==> src/sv/pwook_pkg.sv <==
// Package for the pulse-width OOK transmitter: payload and config types,
// codes, sizing constants and helpers. No dependencies.
package pwook_pkg;

	localparam int MAX_FRAME_BYTES = 8;
	localparam int BIT_W           = $clog2(MAX_FRAME_BYTES * 8 + 1);
	localparam int BYTE_IDX_W      = (MAX_FRAME_BYTES > 1) ? $clog2(MAX_FRAME_BYTES) : 1;
	localparam int CFG_IDX_W       = 3;
	localparam int CFG_DATA_W      = 16;

	localparam logic [1:0] MODE_TICK  = 2'd0;
	localparam logic [1:0] MODE_WRITE = 2'd1;
	localparam logic [1:0] MODE_START = 2'd2;

	localparam logic [CFG_IDX_W-1:0] REG_MARK_ONE   = 3'd0;
	localparam logic [CFG_IDX_W-1:0] REG_MARK_ZERO  = 3'd1;
	localparam logic [CFG_IDX_W-1:0] REG_SPACE_ONE  = 3'd2;
	localparam logic [CFG_IDX_W-1:0] REG_SPACE_ZERO = 3'd3;
	localparam logic [CFG_IDX_W-1:0] REG_WARMUP     = 3'd4;
	localparam logic [CFG_IDX_W-1:0] REG_GAP        = 3'd5;
	localparam logic [CFG_IDX_W-1:0] REG_REPEAT     = 3'd6;
	localparam logic [CFG_IDX_W-1:0] REG_FRAME_LEN  = 3'd7;

	typedef struct packed {
		logic [1:0] mode;
		logic [2:0] byte_index;
		logic [7:0] byte_value;
	} item_t;

	typedef struct packed {
		logic line_level;
		logic busy_res;
		logic finished;
	} result_t;

	typedef struct packed {
		logic [15:0] mark_one_ticks;
		logic [15:0] mark_zero_ticks;
		logic [15:0] space_one_ticks;
		logic [15:0] space_zero_ticks;
		logic [15:0] warmup_ticks;
		logic [15:0] gap_ticks;
		logic [7:0]  repeat_count;
		logic [3:0]  frame_bytes;
	} cfg_t;

	function automatic logic [15:0] min_one16(input logic [15:0] v);
		return (v == 16'd0) ? 16'd1 : v;
	endfunction

endpackage

==> src/sv/pulse_width_ook_transmitter.sv <==
// Top level of the pulse-width OOK transmitter: input register, core, result register.
// Depends on pwook_pkg, pwook_cfg_regs and pwook_core.
//
// channel | signals                        | beat moves when
// item    | item_valid item_stall item     | item_valid && !item_stall
// result  | result_valid result_stall result | result_valid && !result_stall
// cfg     | cfg_valid cfg_ready cfg_index cfg_data | cfg_valid && cfg_ready
//
// One item per clock while the result is not stalled; an item beat reaches its result beat through
// the input register, then the state update into the result register.
// Throughput is set by the single state update per item in pwook_core.
// Reset clears sequencing state and config to defaults; frame bytes stay undefined.
// A stalled result holds the result register; the input register then holds too,
// and item_stall rises once it is full.
module pulse_width_ook_transmitter (
	input  logic                             clk,
	input  logic                             arst_n,
	input  logic                             item_valid,
	output logic                             item_stall,
	input  pwook_pkg::item_t                 item,
	output logic                             result_valid,
	input  logic                             result_stall,
	output pwook_pkg::result_t               result,
	input  logic                             cfg_valid,
	output logic                             cfg_ready,
	input  logic [pwook_pkg::CFG_IDX_W-1:0]  cfg_index,
	input  logic [pwook_pkg::CFG_DATA_W-1:0] cfg_data
);
	import pwook_pkg::*;

	logic    item_valid_s1;
	item_t   item_s1;
	logic    result_valid_q;
	result_t result_q;
	result_t res;
	cfg_t    cfg;
	logic    advance;

	assign advance    = item_valid_s1 && (!result_valid_q || !result_stall);
	assign item_stall = item_valid_s1 && !advance;
	assign cfg_ready  = 1'b1;

	always_ff @(posedge clk or negedge arst_n) begin
		if (!arst_n) begin
			item_valid_s1 <= 1'b0;
		end else if (!item_stall) begin
			item_valid_s1 <= item_valid;
		end
	end

	always_ff @(posedge clk) begin
		if (item_valid && !item_stall)
			item_s1 <= item;
	end

	pwook_cfg_regs u_cfg (
		.clk      (clk),
		.arst_n   (arst_n),
		.wr_en    (cfg_valid && cfg_ready),
		.wr_index (cfg_index),
		.wr_data  (cfg_data),
		.cfg      (cfg)
	);

	pwook_core u_core (
		.clk     (clk),
		.arst_n  (arst_n),
		.advance (advance),
		.item    (item_s1),
		.cfg     (cfg),
		.res     (res)
	);

	always_ff @(posedge clk or negedge arst_n) begin
		if (!arst_n) begin
			result_valid_q <= 1'b0;
		end else if (advance) begin
			result_valid_q <= 1'b1;
		end else if (!result_stall) begin
			result_valid_q <= 1'b0;
		end
	end

	always_ff @(posedge clk) begin
		if (advance)
			result_q <= res;
	end

	assign result_valid = result_valid_q;
	assign result       = result_q;

endmodule

==> src/sv/pwook_cfg_regs.sv <==
// Configuration register file of the pulse-width OOK transmitter.
// Depends on pwook_pkg.
module pwook_cfg_regs (
	input  logic                           clk,
	input  logic                           arst_n,
	input  logic                           wr_en,
	input  logic [pwook_pkg::CFG_IDX_W-1:0]  wr_index,
	input  logic [pwook_pkg::CFG_DATA_W-1:0] wr_data,
	output pwook_pkg::cfg_t                cfg
);
	import pwook_pkg::*;

	cfg_t cfg_q;

	always_ff @(posedge clk or negedge arst_n) begin
		if (!arst_n) begin
			cfg_q.mark_one_ticks   <= 16'd2500;
			cfg_q.mark_zero_ticks  <= 16'd7500;
			cfg_q.space_one_ticks  <= 16'd2500;
			cfg_q.space_zero_ticks <= 16'd2500;
			cfg_q.warmup_ticks     <= 16'd2500;
			cfg_q.gap_ticks        <= 16'd10000;
			cfg_q.repeat_count     <= 8'd3;
			cfg_q.frame_bytes      <= 4'd8;
		end else if (wr_en) begin
			unique case (wr_index)
				REG_MARK_ONE:   cfg_q.mark_one_ticks   <= wr_data;
				REG_MARK_ZERO:  cfg_q.mark_zero_ticks  <= wr_data;
				REG_SPACE_ONE:  cfg_q.space_one_ticks  <= wr_data;
				REG_SPACE_ZERO: cfg_q.space_zero_ticks <= wr_data;
				REG_WARMUP:     cfg_q.warmup_ticks     <= wr_data;
				REG_GAP:        cfg_q.gap_ticks        <= wr_data;
				REG_REPEAT:     cfg_q.repeat_count     <= wr_data[7:0];
				REG_FRAME_LEN:  cfg_q.frame_bytes      <= wr_data[3:0];
				default: ;
			endcase
		end
	end

	assign cfg = cfg_q;

endmodule

==> src/sv/pwook_core.sv <==
// Sequencing state, frame store and next-state logic of the OOK transmitter.
// Depends on pwook_pkg.
module pwook_core (
	input  logic               clk,
	input  logic               arst_n,
	input  logic               advance,
	input  pwook_pkg::item_t   item,
	input  pwook_pkg::cfg_t    cfg,
	output pwook_pkg::result_t res
);
	import pwook_pkg::*;

	localparam logic [1:0] PH_IDLE  = 2'd0;
	localparam logic [1:0] PH_LEAD  = 2'd1;
	localparam logic [1:0] PH_MARK  = 2'd2;
	localparam logic [1:0] PH_SPACE = 2'd3;

	logic [7:0]       store_q [MAX_FRAME_BYTES];
	logic [1:0]       phase_q, phase_d;
	logic [BIT_W-1:0] bit_pos_q, bit_pos_d;
	logic [7:0]       frames_q, frames_d;
	logic [15:0]      ticks_q, ticks_d;

	logic                  store_we;
	logic [BIT_W-4:0]      byte_sel;
	logic [2:0]            bit_sel;
	logic                  cur_bit;
	logic [3:0]            n_bytes;
	logic [BIT_W-1:0]      frame_bits;
	logic [BIT_W-1:0]      bit_next;
	logic [15:0]           ticks_dec;
	logic [7:0]            frames_dec;
	logic                  done;

	assign byte_sel = bit_pos_q[BIT_W-1:3];
	assign bit_sel  = bit_pos_q[2:0];
	assign cur_bit  = (int'(byte_sel) < MAX_FRAME_BYTES) ?
		store_q[byte_sel[BYTE_IDX_W-1:0]][3'd7 - bit_sel] : 1'b0;

	always_comb begin
		if (cfg.frame_bytes == 4'd0)
			n_bytes = 4'd1;
		else if (int'(cfg.frame_bytes) > MAX_FRAME_BYTES)
			n_bytes = 4'(MAX_FRAME_BYTES);
		else
			n_bytes = cfg.frame_bytes;
	end

	assign frame_bits = BIT_W'(n_bytes) << 3;
	assign bit_next   = bit_pos_q + 1'b1;
	assign ticks_dec  = (ticks_q != 16'd0) ? ticks_q - 16'd1 : ticks_q;
	assign frames_dec = (frames_q != 8'd0) ? frames_q - 8'd1 : frames_q;

	always_comb begin
		phase_d   = phase_q;
		bit_pos_d = bit_pos_q;
		frames_d  = frames_q;
		ticks_d   = ticks_q;
		store_we  = 1'b0;
		done      = 1'b0;
		unique case (item.mode)
			MODE_WRITE: begin
				store_we = (phase_q == PH_IDLE) && (int'(item.byte_index) < MAX_FRAME_BYTES);
			end
			MODE_START: begin
				if (phase_q == PH_IDLE) begin
					phase_d   = PH_LEAD;
					ticks_d   = min_one16(cfg.warmup_ticks);
					frames_d  = (cfg.repeat_count == 8'd0) ? 8'd1 : cfg.repeat_count;
					bit_pos_d = '0;
				end
			end
			MODE_TICK: begin
				if (phase_q != PH_IDLE) begin
					ticks_d = ticks_dec;
					if (ticks_dec == 16'd0) begin
						if (phase_q != PH_MARK) begin
							phase_d = PH_MARK;
							ticks_d = min_one16(cur_bit ? cfg.mark_one_ticks
								: cfg.mark_zero_ticks);
						end else if (bit_next < frame_bits) begin
							bit_pos_d = bit_next;
							phase_d   = PH_SPACE;
							ticks_d   = min_one16(cur_bit ? cfg.space_one_ticks
								: cfg.space_zero_ticks);
						end else begin
							bit_pos_d = '0;
							frames_d  = frames_dec;
							if (frames_dec == 8'd0) begin
								phase_d = PH_IDLE;
								ticks_d = 16'd0;
								done    = 1'b1;
							end else begin
								phase_d = PH_LEAD;
								ticks_d = min_one16(cfg.gap_ticks);
							end
						end
					end
				end
			end
			default: ;
		endcase
	end

	always_ff @(posedge clk or negedge arst_n) begin
		if (!arst_n) begin
			phase_q   <= PH_IDLE;
			bit_pos_q <= '0;
			frames_q  <= 8'd0;
			ticks_q   <= 16'd0;
		end else if (advance) begin
			phase_q   <= phase_d;
			bit_pos_q <= bit_pos_d;
			frames_q  <= frames_d;
			ticks_q   <= ticks_d;
		end
	end

	always_ff @(posedge clk) begin
		if (advance && store_we)
			store_q[item.byte_index[BYTE_IDX_W-1:0]] <= item.byte_value;
	end

	assign res.line_level = (phase_q == PH_MARK);
	assign res.busy_res   = (phase_d != PH_IDLE);
	assign res.finished   = done;

endmodule

==> config.mk <==
export PLATFORM = sky130hd
export DESIGN_NAME = pulse_width_ook_transmitter
export DESIGN_NICKNAME = d
export VERILOG_FILES = /design/src/sv/pwook_pkg.sv /design/src/sv/pulse_width_ook_transmitter.sv /design/src/sv/pwook_cfg_regs.sv /design/src/sv/pwook_core.sv
export SDC_FILE = /design/constraint.sdc
export NUM_CORES = 1
export LEC_CHECK = 0
export CORE_ASPECT_RATIO = 0.8
export CORE_MARGIN = 5
export CORE_UTILIZATION = 58
export DETAILED_ROUTE_END_ITERATION = 12
export DONT_BUFFER_PORTS = 1
export PLACE_DENSITY = 0.77
export REMOVE_ABC_BUFFERS = 1
export SLEW_MARGIN = 20
export SYNTH_ARGS = -nofsm -noshare
export SYNTH_HDL_FRONTEND = slang
export SYNTH_SLANG_ARGS = --single-unit
==> constraint.sdc <==
create_clock -name clk -period 3 [get_ports clk]
set_input_delay 0.3 -clock clk [delete_from_list [all_inputs] [get_ports clk]]
set_output_delay 0.3 -clock clk [all_outputs]
set_load 0.02 [all_outputs]
==> reports/results.txt <==
Summed over all layers, the routed wires come to 28700 µm. Number of top-level pins: 43. The run gives 0 as the number of max-capacitance violations reported. The final setup violation count is 33, and the count of flip-flops with a built-in enable after synthesis is 80.

The logs give 1 for the depth of the CTS H-tree and 0.565 for the post-synthesis sequential area ratio. The die span in y came out at 131 µm. The post-synthesis simple-gate area fraction was 0.122. Across the VDD grid, the largest voltage drop is 0.000585 V. For the number of placement rows, the log shows 44. Compound-gate portion of the synthesized area: 0.0877. Worst-margin pin slew: 0.801 ns. Dividing total power by cell area gives a power density of 735 nW/µm². The proportion of layout cells with a drive suffix above 1 works out to 0.385. The clock reaches the later pin of the worst-skew pair after 0.52 ns. The portion of netlist area occupied by mux cells is 0.186, and the post-synthesis instance area is 10700 µm². The die span in x was 162 µm; the initial core utilization was 0.588. By area, the combinational part of the netlist is dominated by multiplexers. Counting along the longest clock path gives a buffer depth of 3.

The logs give 0 for the DRC violations left and 0.726 for the post-route core utilization. Clock skew on the completed layout was measured at 0.0169 ns. The non-filler instance count after layout is 1237. By area the synthesized netlist is led by dfrtp_1, edfxtp_1, mux2_2.

After clock tree synthesis, the flow added hold-fix buffers numbering 32. The floorplan step defined a core boundary enclosing 18100 µm². Of all nets on the critical path, the largest fanout is 8. The classification of the worst-slack hold path is in -> async. The run gives 7999 as the number of global-route vias before repair.

The cell at the root of the clock tree was clkbuf_16. Of all cell types, the one taking the most synthesized area is dfrtp_1. In this run, the number of DRC markers left after iteration 0 of detailed routing was 747. The worst setup path is captured at a flop.

The warning count from the yosys run is 0, and the number of synthesized register bits is 223. The data required time at the worst endpoint is 3.43 ns. The flow ran to the end, but the final reports show violations. The net count of the finished layout is 1032. Routability-driven placement finished with a final weighted congestion of 0.955.

The run gives 5 as the total iterations of the first detailed-routing run. The run gives -0.508 ns as the final worst hold slack. In the layout the commonest cells are mux2_2, dfrtp_1, buf_4. The gate count of the mapped netlist came out at 860. Number of antenna violations at the first check in global routing: 2. For this run, the leading register cell type out of synthesis is dfrtp_1. The final route contains 7906 vias. Setup repair after global routing could not meet its margin everywhere.

The share of Yosys cell area claimed by the top area cell type was 0.254; the fmax was 301 MHz. The proportion of register bits with asynchronous set or reset after synthesis works out to 0.641. The final reports fail on hold timing, setup timing. At the worst endpoint, the arrival time is 3.76 ns. The library cell used most frequently in the layout, excluding fill and tap cells, is mux2_2. The fraction of the cycle the final worst path needs works out to 1.11. The worst relative slew slack was 0.461.

The mean instance size in the synthesized netlist was 12.4 µm². In this run, CTS created clock tree buffers numbering 23. The first global-routing pass estimated 45300 µm of wire. The average routed wire per standard cell is 23.2 µm. After routing the design area is 13100 µm². Counting the fill cells in the layout gives 1212. The count of pins over their slew limit is 0, and the instance count after placement with tap cells included is 1143. The largest net degree at the start of global routing is 144.

The share of synthesized cell area in full adder, half adder and majority cells works out to 0.00704. After detailed placement, the total cell area comes to 11500 µm². The sort of element at the start of the critical path was a flop.

The xor/xnor cell area share of the yosys netlist is 0.00740. The number of distinct standard cells referenced by the synthesized netlist came out at 69. The analysis attributes to cell leakage a power of 4.96 nW. Setup total negative slack on the finished layout was measured at -5.09 ns.

For the total track usage, the log shows 0.268. The post-route worst setup slack is -0.324 ns. The tools report the number of hold violations in the final report as 143. The floorplan step defined a die boundary enclosing 21200 µm². Critical path start-end classification: reg -> reg. The via-per-instance ratio was 6.39. TritonCTS built the clock tree. The clock sink count was 223; the number of input and output port buffers inserted was 0. The detail route stage leaves a number of antenna-violating nets equal to 0. The final HPWL from detailed placement was 19700 µm; the clock edge transition at the registers on the reported setup and hold paths was 0.06 ns.

The worst path needs 3.32 ns of the cycle, external delays included. The overall overflow remaining after global route was 0; the synthesis-to-finish area growth was 23.3%.
## sequential cells by signal, summed over array words and instances, names as in the netlist
name	flops
item_s1	13
item_valid_s1	1
result	3
result_valid	1
u_cfg.cfg	108
u_core.bit_pos_q	7
u_core.frames_q	8
u_core.phase_q	2
u_core.store_q	64
u_core.ticks_q	16
## layer usage
layer	track usage	share of wire	wire (µm)	vias up
met4	0.0422	0.012	335	2
met3	0.0636	0.088	2520	30
met1	0.413	0.44	12800	4002
li1	-	-	-	3544
met2	0.398	0.46	13100	328
met5	0	0.00024	7	-
## layout make-up
cell class	instances	area (µm²)	area share
timing repair buffer	148	1290	0.0984
antenna	1	2.50	0.000190
clock inverter	8	121	0.00923
multi-input combinational	580	4730	0.360
inverter	13	48.8	0.00371
tap	230	288	0.0219
sequential	223	6020	0.458
clock buffer	34	637	0.0485
## synth_stat cells (3+ instances only)
cell,instances
xnor2_1,6
or4_1,6
dfstp_2,35
o211ai_1,5
edfxtp_1,80
a22oi_1,5
mux4_2,8
and4_1,3
xor2_1,3
dfrtp_1,108
o21a_1,3
a21oi_1,44
mux2_2,121
and2_1,3
or3_1,15
nand4_1,9
nor3_1,23
buf_2,10
buf_6,3
nor4_1,34
o21ai_0,43
o311ai_0,4
nor3b_1,7
nand2_1,49
a211oi_1,8
nor2_1,40
a31oi_1,6
inv_1,13
nand3_1,21
nand2b_1,10
ha_1,6
o2bb2ai_1,3
mux2i_1,43
clkbuf_1,28
nor2b_1,6
a2111oi_0,3
nand4b_1,4
## critical path: stages, from the launching register on
cell and delay [ns]:
dfrtp_1 0.39, inv_2 0.08, ha_4 0.13, or4b_4 0.48, or4_4 0.48, nor4_2 0.23, o2111ai_2 0.14, and4b_2 0.38
nand2_8 0.11, buf_8 0.17, o311ai_0 0.40, a21oi_1 0.11, a21oi_2 0.15
## power by group
part           switching, W  internal [W]
Sequential         0.000451       0.00373
Clock               0.00116       0.00173
Combinational       0.00129       0.00130
## logic make-up (layout without fill, tap and decap cells)
kind of cell               after synthesis  in the layout
and+or+nand+nor                        243            243
DFF                                    223            223
muxes                                  173            173
AOI/OAI and AO/OA                      148            148
buffers and inverters                   57            203
xor gates and xnor gates                 9              9
adders and majority gates                6              6
other                                    1              2
## final timing paths
path / startpoint / endpoint / slack, ns / cells after the start
max: u_core.ticks_q[1]$_DFFE_PN0P_ / u_core.ticks_q[6]$_DFFE_PN0P_ / -0.32 / 12
min: arst_n / u_core.frames_q[3]$_DFFE_PN0P_ / -0.51 / 0
max reg2reg: u_core.ticks_q[1]$_DFFE_PN0P_ / u_core.ticks_q[6]$_DFFE_PN0P_ / -0.32 / 12
min reg2reg: u_core.bit_pos_q[6]$_DFFE_PN0P_ / u_core.bit_pos_q[6]$_DFFE_PN0P_ / 0.52 / 2
max in group asynchronous: arst_n / u_cfg.cfg[52]$_DFFE_PN1P_ / 3.21 / 0
min in group clk: cfg_index[2] / u_cfg.cfg[0]$_DFFE_PN0P_ / 0.20 / 2
## timing repair
| action | CTS | global route |
|---|---|---|
| gates resized for setup | 41 | 69 |
| cloned | 1 | 1 |
| buffers inserted | 12 | 5 |
| endpoints found under the setup margin | 35 | 35 |
| endpoints found under the hold margin | 266 | 143 |
| pin swaps | 6 | 22 |
## stage by stage
| stage | worst slack [ns] | power, W |
|---|---|---|
| 5_1_grt | -0.390 | 0.0101 |
| 4_1_cts | -0.126 | 0.00954 |
| 2_1_floorplan | -1.07 | 0.00538 |
| 3_3_place_gp | -0.289 | 0.00633 |
| 3_5_place_dp | -0.385 | 0.00640 |
| 6_report | -0.324 | 0.00966 |
Note: power is estimated with default switching activity, not from simulation.
